`config.mk`:
```
export PLATFORM = sky130hd
export DESIGN_NAME = utf16_to_utf8_transcoder
export DESIGN_NICKNAME = d
export VERILOG_FILES = /design/src/hdl/u16u8_pkg.sv /design/src/hdl/utf16_to_utf8_transcoder.sv
export SDC_FILE = /design/constraint.sdc
export NUM_CORES = 1
export LEC_CHECK = 0
export BUFFER_PORTS_ARGS = -buffer_cell sky130_fd_sc_hd__buf_2
export CAP_MARGIN = 20
export CORE_ASPECT_RATIO = 0.8
export CORE_MARGIN = 8
export CORE_UTILIZATION = 54
export DETAILED_ROUTE_END_ITERATION = 16
export PLACE_DENSITY_LB_ADDON = 0.12
export SETUP_SLACK_MARGIN = 0.1
export SLEW_MARGIN = 20
export SYNTH_ARGS = -nofsm -noshare
export SYNTH_HDL_FRONTEND = slang
export SYNTH_SLANG_ARGS = --single-unit
```
`constraint.sdc`:
```
create_clock -name clock -period 5.6 [get_ports clock]
set_input_delay 0.84 -clock clock [delete_from_list [all_inputs] [get_ports clock]]
set_output_delay 0.84 -clock clock [all_outputs]
set_load 0.02 [all_outputs]
```
`src/hdl/u16u8_pkg.sv`:
```
// types, constants and the byte encoder for the utf-16 to utf-8 transcoder
// no dependencies; imported by hdl/utf16_to_utf8_transcoder.sv
package u16u8_pkg;

   // encoding_mode register codes
   localparam logic [1:0] MODE_DETECT = 2'd0;
   localparam logic [1:0] MODE_LITTLE = 2'd1;
   localparam logic [1:0] MODE_BIG    = 2'd2;

   // item kinds
   localparam logic KIND_UNIT = 1'b0;
   localparam logic KIND_END  = 1'b1;

   localparam logic [15:0] BOM_NATIVE  = 16'hFEFF;
   localparam logic [15:0] BOM_SWAPPED = 16'hFFFE;
   localparam logic [15:0] SURR_MASK   = 16'hFC00;
   localparam logic [15:0] SURR_HIGH   = 16'hD800;
   localparam logic [15:0] SURR_LOW    = 16'hDC00;
   localparam logic [20:0] CP_SUPP     = 21'h10000;

   localparam int unsigned RUN_DEPTH = 4;

   typedef struct packed {
      logic        kind;
      logic [15:0] code_unit;
   } req_type;

   typedef struct packed {
      logic [7:0] utf8_byte;
      logic       last_byte;
      logic       bad_sequence;
   } rsp_type;

   typedef struct packed {
      logic [3:0][7:0] bytes;   // index 0 goes out first
      logic [2:0]      count;
   } utf8_enc_type;

   function automatic utf8_enc_type utf8_encode(input logic [20:0] cp);
      utf8_enc_type e;
      e.bytes = '0;
      if (cp <= 21'h7F) begin
         e.bytes[0] = cp[7:0];
         e.count    = 3'd1;
      end else if (cp <= 21'h7FF) begin
         e.bytes[0] = 8'hC0 | {3'b000, cp[10:6]};
         e.bytes[1] = 8'h80 | {2'b00, cp[5:0]};
         e.count    = 3'd2;
      end else if (cp <= 21'hFFFF) begin
         e.bytes[0] = 8'hE0 | {4'b0000, cp[15:12]};
         e.bytes[1] = 8'h80 | {2'b00, cp[11:6]};
         e.bytes[2] = 8'h80 | {2'b00, cp[5:0]};
         e.count    = 3'd3;
      end else begin
         e.bytes[0] = 8'hF0 | {5'b00000, cp[20:18]};
         e.bytes[1] = 8'h80 | {2'b00, cp[17:12]};
         e.bytes[2] = 8'h80 | {2'b00, cp[11:6]};
         e.bytes[3] = 8'h80 | {2'b00, cp[5:0]};
         e.count    = 3'd4;
      end
      return e;
   endfunction

endpackage

```
`src/hdl/utf16_to_utf8_transcoder.sv`:
```
// utf-16 to utf-8 transcoder, top level
// depends on hdl/u16u8_pkg.sv (payload types, mode codes, byte encoder)
//
// usage:
//  - req channel (valid/ready) carries one item: a 16-bit code unit, or an
//    end-of-stream mark (kind = 1)
//  - rsp channel (valid/ready) carries one utf-8 byte per item, with
//    last_byte on the final byte of an input's run and bad_sequence on the
//    error byte that an unpaired surrogate or a broken pair produces
//  - csr_wr_en / csr_wr_data write encoding_mode; write it only while idle
//  - latency: the first byte of a run is shown in the cycle after its item
//    is accepted
//  - an input that yields n bytes (one to four) holds the result buffer until
//    all n are taken, one per handshake; an input that yields none leaves it free.
//    the byte-wide result port sets this limit
//  - the next item is taken in the same cycle the last byte of the current
//    run is taken, so runs follow each other with no gap
//  - reset: buffer empty, mode detect, stream start, no surrogate held
//  - when the receiver stalls, the current byte holds and req_ready stays
//    low until the final byte of the run is taken
module utf16_to_utf8_transcoder (
   input  logic                clock,
   input  logic                reset,
   input  logic                req_valid,
   output logic                req_ready,
   input  u16u8_pkg::req_type  req_data,
   output logic                rsp_valid,
   input  logic                rsp_ready,
   output u16u8_pkg::rsp_type  rsp_data,
   input  logic                csr_wr_en,
   input  logic [1:0]          csr_wr_data
);
   import u16u8_pkg::*;

   // configuration and stream state
   logic [1:0] mode_ff, mode_in;
   logic       at_start_ff, at_start_in;
   logic       swap_ff, swap_in;
   logic       pending_ff, pending_in;
   logic [9:0] high_bits_ff, high_bits_in;

   // result buffer: one run of up to four bytes, read out by index
   rsp_type    run_ff [RUN_DEPTH];
   rsp_type    run_in [RUN_DEPTH];
   logic       run_valid_ff, run_valid_in;
   logic [1:0] run_idx_ff, run_idx_in;

   // decode of the incoming item
   logic            take;
   logic            rsp_done;
   logic            swap_sel;
   logic            is_mark;
   logic [15:0]     unit_sw;
   logic            is_high;
   logic            is_low;
   logic [20:0]     cp;
   utf8_enc_type    enc;
   logic            err_lead;   // error byte heads the run
   logic            emit;       // code point bytes follow
   logic [2:0]      count;
   logic [3:0][7:0] shifted;

   assign rsp_valid = run_valid_ff;
   assign rsp_data  = run_ff[run_idx_ff];
   assign rsp_done  = rsp_valid && rsp_ready;
   // free when empty or when the run's final byte leaves this cycle
   assign req_ready = !run_valid_ff || (rsp_ready && run_ff[run_idx_ff].last_byte);
   assign take      = req_valid && req_ready;

   // byte order: detect mode follows the mark, else bit 1 of the mode
   assign swap_sel = (mode_ff == MODE_DETECT) ? swap_ff : mode_ff[1];
   assign is_mark  = (mode_ff == MODE_DETECT) && at_start_ff &&
                     ((req_data.code_unit == BOM_NATIVE) ||
                      (req_data.code_unit == BOM_SWAPPED));
   assign unit_sw  = swap_sel ? {req_data.code_unit[7:0], req_data.code_unit[15:8]}
                              : req_data.code_unit;
   assign is_high  = (unit_sw & SURR_MASK) == SURR_HIGH;
   assign is_low   = (unit_sw & SURR_MASK) == SURR_LOW;

   // a low surrogate after a held high one forms a supplementary code point
   assign cp  = (is_low && pending_ff) ? ({1'b0, high_bits_ff, unit_sw[9:0]} + CP_SUPP)
                                       : {5'd0, unit_sw};
   assign enc = utf8_encode(cp);

   always_comb begin
      err_lead = 1'b0;
      emit     = 1'b0;
      if (req_data.kind == KIND_END) begin
         err_lead = pending_ff;
      end else if (!is_mark) begin
         if (is_high) begin
            err_lead = pending_ff;
         end else if (is_low) begin
            err_lead = !pending_ff;
            emit     = pending_ff;
         end else begin
            err_lead = pending_ff;
            emit     = 1'b1;
         end
      end
   end

   assign count   = {2'b00, err_lead} + (emit ? enc.count : 3'd0);
   // an error byte pushes the code point bytes one place along
   assign shifted = err_lead ? {enc.bytes[2:0], 8'h00} : enc.bytes;

   always_comb begin
      mode_in      = mode_ff;
      at_start_in  = at_start_ff;
      swap_in      = swap_ff;
      pending_in   = pending_ff;
      high_bits_in = high_bits_ff;
      run_in       = run_ff;
      run_valid_in = run_valid_ff;
      run_idx_in   = run_idx_ff;

      if (csr_wr_en) begin
         mode_in = csr_wr_data;
      end

      // drain the buffer one byte per handshake
      if (rsp_done) begin
         if (run_ff[run_idx_ff].last_byte) begin
            run_valid_in = 1'b0;
         end else begin
            run_idx_in = run_idx_ff + 2'd1;
         end
      end

      if (take) begin
         if (req_data.kind == KIND_END) begin
            // end of stream: back to the start-of-stream state
            at_start_in  = 1'b1;
            swap_in      = 1'b0;
            pending_in   = 1'b0;
            high_bits_in = '0;
         end else begin
            at_start_in = 1'b0;
            if (is_mark) begin
               swap_in = (req_data.code_unit == BOM_SWAPPED);
            end else if (is_high) begin
               pending_in   = 1'b1;
               high_bits_in = unit_sw[9:0];
            end else begin
               pending_in   = 1'b0;
               high_bits_in = '0;
            end
         end

         if (count != 3'd0) begin
            for (int k = 0; k < RUN_DEPTH; k++) begin
               run_in[k].utf8_byte    = shifted[k];
               run_in[k].bad_sequence = (k == 0) && err_lead;
               run_in[k].last_byte    = (3'(k) == (count - 3'd1));
            end
            run_valid_in = 1'b1;
            run_idx_in   = '0;
         end
      end
   end

   always_ff @(posedge clock) begin
      if (reset) begin
         mode_ff      <= MODE_DETECT;
         at_start_ff  <= 1'b1;
         swap_ff      <= 1'b0;
         pending_ff   <= 1'b0;
         high_bits_ff <= '0;
         run_valid_ff <= 1'b0;
         run_idx_ff   <= '0;
      end else begin
         mode_ff      <= mode_in;
         at_start_ff  <= at_start_in;
         swap_ff      <= swap_in;
         pending_ff   <= pending_in;
         high_bits_ff <= high_bits_in;
         run_valid_ff <= run_valid_in;
         run_idx_ff   <= run_idx_in;
      end
   end

   // run bytes are payload, no reset needed
   always_ff @(posedge clock) begin
      run_ff <= run_in;
   end

   // a new item only lands when the buffer is empty or its last byte leaves
   a_no_overwrite: assert property (@(posedge clock) disable iff (reset)
      take |-> (!run_valid_ff || (rsp_ready && run_ff[run_idx_ff].last_byte)))
      else $error("item taken over an undelivered run");

   // error bytes carry a zero byte value
   a_err_zero: assert property (@(posedge clock) disable iff (reset)
      (rsp_valid && rsp_data.bad_sequence) |-> (rsp_data.utf8_byte == 8'h00))
      else $error("error result with non-zero byte");

   // an error byte only ever heads a run
   a_err_first: assert property (@(posedge clock) disable iff (reset)
      (rsp_valid && rsp_data.bad_sequence) |-> (run_idx_ff == 2'd0))
      else $error("error result inside a run");

   // end of stream leaves the start-of-stream state behind it
   a_end_clears: assert property (@(posedge clock) disable iff (reset)
      (take && (req_data.kind == KIND_END)) |=> (at_start_ff && !pending_ff && !swap_ff))
      else $error("stream state not cleared at end of stream");

   // the read index never runs past the final slot without a last mark
   a_idx_bound: assert property (@(posedge clock) disable iff (reset)
      (rsp_valid && (run_idx_ff == 2'd3)) |-> rsp_data.last_byte)
      else $error("run overran the buffer");

endmodule
```
==> run summary <==
outcome: complete, no violations
sequential share of power: 51.2%
Primary FF master, synth: edfxtp_1
share of total power in combinational logic: 17.7%
met3 Track Usage GR: 4.294%
layout cells sized above 1: 20.05%
cts hold-fix bufs: 0
port buffer count: 35
Die Y: 88.30 um
top-area cell type share of the netlist area: 29.79%
hold path endpoint: at_start_ff
total of max-cap violations: 0
Rel. slew slack: 51.28%
FF+latch count, synth: 53
H-tree Lvls: 2
vias: 3,048
via count of the first global-routing pass: 3,000
CTS tree: built
IO Pins: 36
Seq/Total Area, Yosys: 40.00%
worst skew pair latency: 310 ps
dpl hpwl: 6925 um
multi-input combinational cell area: 1956 um2
pin count of the biggest net entering global routing: 37
total global routing overflow: 0
Synth area leaders: edfxtp_1 30%, dfxtp_1 10%, mux4_2 5.1%, mux2i_1 4.3%, nor2_1 3.6%
WL per Instance: 19.57 um
Power, Total: 0.8783 mW
Clock Skew: 8.096 ps
Num CTS Buffers: 5
unrepaired setup endpoints after global routing: no
die area: 9393 um2
CP Class: in2reg
Max Root-Sink Buffers: 2
ANT cells: 0
GR peak layer: met2
CP top delay family: simple AND/OR/NAND/NOR gates
final hold violations: 0
area leader, netlist: edfxtp_1
RR Endpoint: run_ff[14]
Initial DRT Pass Iterations: 5
ys async rst share: 0%
Yosys Warn Count: 0
clk sinks: 53
area growth from synthesis to layout: 10.07%
Worst R2R Setup Slack: 880 ps
Worst path slowest cell: or4_4
fin cells: 468
Critical Path Start Type: input pin
Final min period: 4806 ps
worst-margin pin slew: 729.8 ps
Rows: 26
DRT iter0 DRCs: 312
Syn Nets: 387
critical-path cell list: buf_2 > nand4_1 > or4_4 > a21oi_1 > ha_1 > inv_1 > and4_1 > a221oi_4 > nand3_1 > nor3_1 > buf_4 > nor2_1 > ha_1 > nor2_1 > ha_1 > nor2_2 > buf_12
Final ANT Viol Nets: 0
Leak: 1.402 nW
worst vdd ir: 0.1143 mV
Internal Pwr Total: 0.6444 mW
most frequent CP cell: ha_1
global-route wire length before repair: 15,040 um
Detailed Route WL: 9158 um
Post-Syn Area per Cell: 9.911 um2
Post-Syn Instances: 356
WP data arrival: 4810 ps
Buf/Inv on CP: 4
unique cell type count in the Yosys netlist: 63
core footprint: 6344 um2
Peak Freq: 208.1 MHz
Largest stage delay, worst path: 470 ps
Sequential Area: 1411 um2
R2R depth: 17
fin nets: 414
hold crit path type: reg2reg
Min-Delay Path Depth: 1
Post CTS Setup Buffer Count: 0
Worst Path Required: 5610 ps
CP endpoint kind: flip-flop
met2 usage: 32.14%
Final Cycle Share: 85.82%
DR DRC count: 0
Slew Viols, Final: 0
final setup fails: 0
RePlAce Congestion: 0.9227
net switching share of the total power: 26.63%
EDFF count, synth: 35
CTS Root Cell: clkbuf_8
clk slew on worst S/H paths: 90 ps
Die W: 106.4 um
met1 Use GR: 26.66%
HP Start: at_start_ff
Pwr Density: 226.2 nW/um2
clock power share: 31.0%
largest fanout on the critical path: 36
RR Startpoint: mode_ff[1]
placed cells: 460
initial antenna violation count: 0
initial core utilization: 55.62%
CTS-repair resized insts: 0
total global-route track usage: 19.97%
Via density: 6.513
synthesized area: 3528 um2
NetSw: 0.2339 mW
TNS Setup: 0 ps
count of filler cells inserted in the layout: 536
==> cell usage after synthesis (all sizes together), types with 3 or more instances <==
library cell  instances
nor2                 35
o31ai                 4
buf                  13
nand2                30
nand3                 7
and3                  4
a211oi                5
nor3b                 3
clkbuf               10
nor3                 12
a211o                 3
nand2b                6
a31oi                 8
dfxtp                18
a22oi                10
nand4                 7
mux2i                15
a21oi                22
ha                    7
a311oi                3
nor4                  7
and4                  3
inv                  11
edfxtp               35
o21ai                19
o211ai                3
o32ai                 3
o22ai                10
mux4                  8
==> power groups by stage <==
stage	Clock [mW]	Combinational, mW	Sequential, mW
final	0.273	0.156	0.450
after global routing	0.291	0.168	0.453
after CTS	0.279	0.154	0.450
after detailed placement	0	0.153	0.459
after global placement	0	0.151	0.458
after floorplan	0	0.104	0.455
==> final cells by class <==
cell class / instances / share of cell area (%)
clock buffer: 6 / 2.126
clock inverter: 2 / 0.9665
inverter: 11 / 1.128
multi-input combinational: 269 / 50.35
sequential: 53 / 36.34
tap: 84 / 2.706
timing repair buffer: 43 / 6.379
==> metal layers <==
metal / share of wire, % / up-vias
met1: 44 / 1447
met4: 1.6 / 0
li1: - / 1440
met2: 46 / 144
met3: 8.3 / 17
met5: 0 / -
==> state kept, by name (all words and copies together) (netlist names) <==
signal	count
mode_ff	2
pending_ff	1
rsp_valid	1
at_start_ff	1
high_bits_ff	10
run_ff	35
run_idx_ff	2
swap_ff	1
==> metrics by stage <==
| stage | hold slack [ps] | setup slack [ps] | area, um2 | util, % |
|---|---|---|---|---|
| after CTS | 483.6 | 841.2 | 3884 | 61.22 |
| after global routing | 505.0 | 550.6 | 3884 | 61.22 |
| after detailed placement | 457.8 | 543.3 | 3764 | 59.33 |
| after floorplan | 427.0 | 363.7 | 3531 | - |
| final | 474.4 | 794.0 | 3884 | 61.22 |
| after global placement | 454.4 | 650.3 | 3764 | 59.33 |
==> worst max-delay path by stage <==
| stage | depth (start not counted) | slack [ps] | start | end |
|---|---|---|---|---|
| finish | 17 | 790 | req_data[12] | run_ff[14] |
| global route | 17 | 550 | req_data[12] | run_ff[14] |
| CTS | 17 | 840 | req_data[12] | run_ff[14] |
| detailed placement | 17 | 540 | req_data[12] | run_ff[4] |
| global placement | 17 | 650 | req_data[12] | run_ff[14] |
| floorplan | 15 | 360 | req_data[11] | run_ff[11] |
==> cell families after synthesis <==
| logic type | synth area share, % |
|---|---|
| simple gates | 19.36 |
| compound gates | 22.52 |
| flops | 40.00 |
| buf+inv | 4.646 |
| mux | 10.00 |
| fa+ha+maj | 2.482 |
| xor+xnor | 0.9931 |
==> layout by cell type (no fill, tap or decap), drive strengths merged, types with 3 or more instances in the layout <==
| cell type | synthesis | layout |
|---|---|---|
| a211o | 3 | 3 |
| a211oi | 5 | 5 |
| a21oi | 22 | 22 |
| a22oi | 10 | 10 |
| a311oi | 3 | 3 |
| a31oi | 8 | 8 |
| and3 | 4 | 4 |
| and4 | 3 | 3 |
| buf | 13 | 43 |
| clkbuf | 10 | 6 |
| dfxtp | 18 | 18 |
| edfxtp | 35 | 35 |
| ha | 7 | 7 |
| inv | 11 | 11 |
| mux2i | 15 | 15 |
| mux4 | 8 | 8 |
| nand2 | 30 | 30 |
| nand2b | 6 | 6 |
| nand3 | 7 | 7 |
| nand4 | 7 | 7 |
| nor2 | 35 | 35 |
| nor3 | 12 | 12 |
| nor3b | 3 | 3 |
| nor4 | 7 | 7 |
| o211ai | 3 | 3 |
| o21ai | 19 | 19 |
| o22ai | 10 | 10 |
| o31ai | 4 | 4 |
| o32ai | 3 | 3 |
Power figures use the tool's default switching activity.
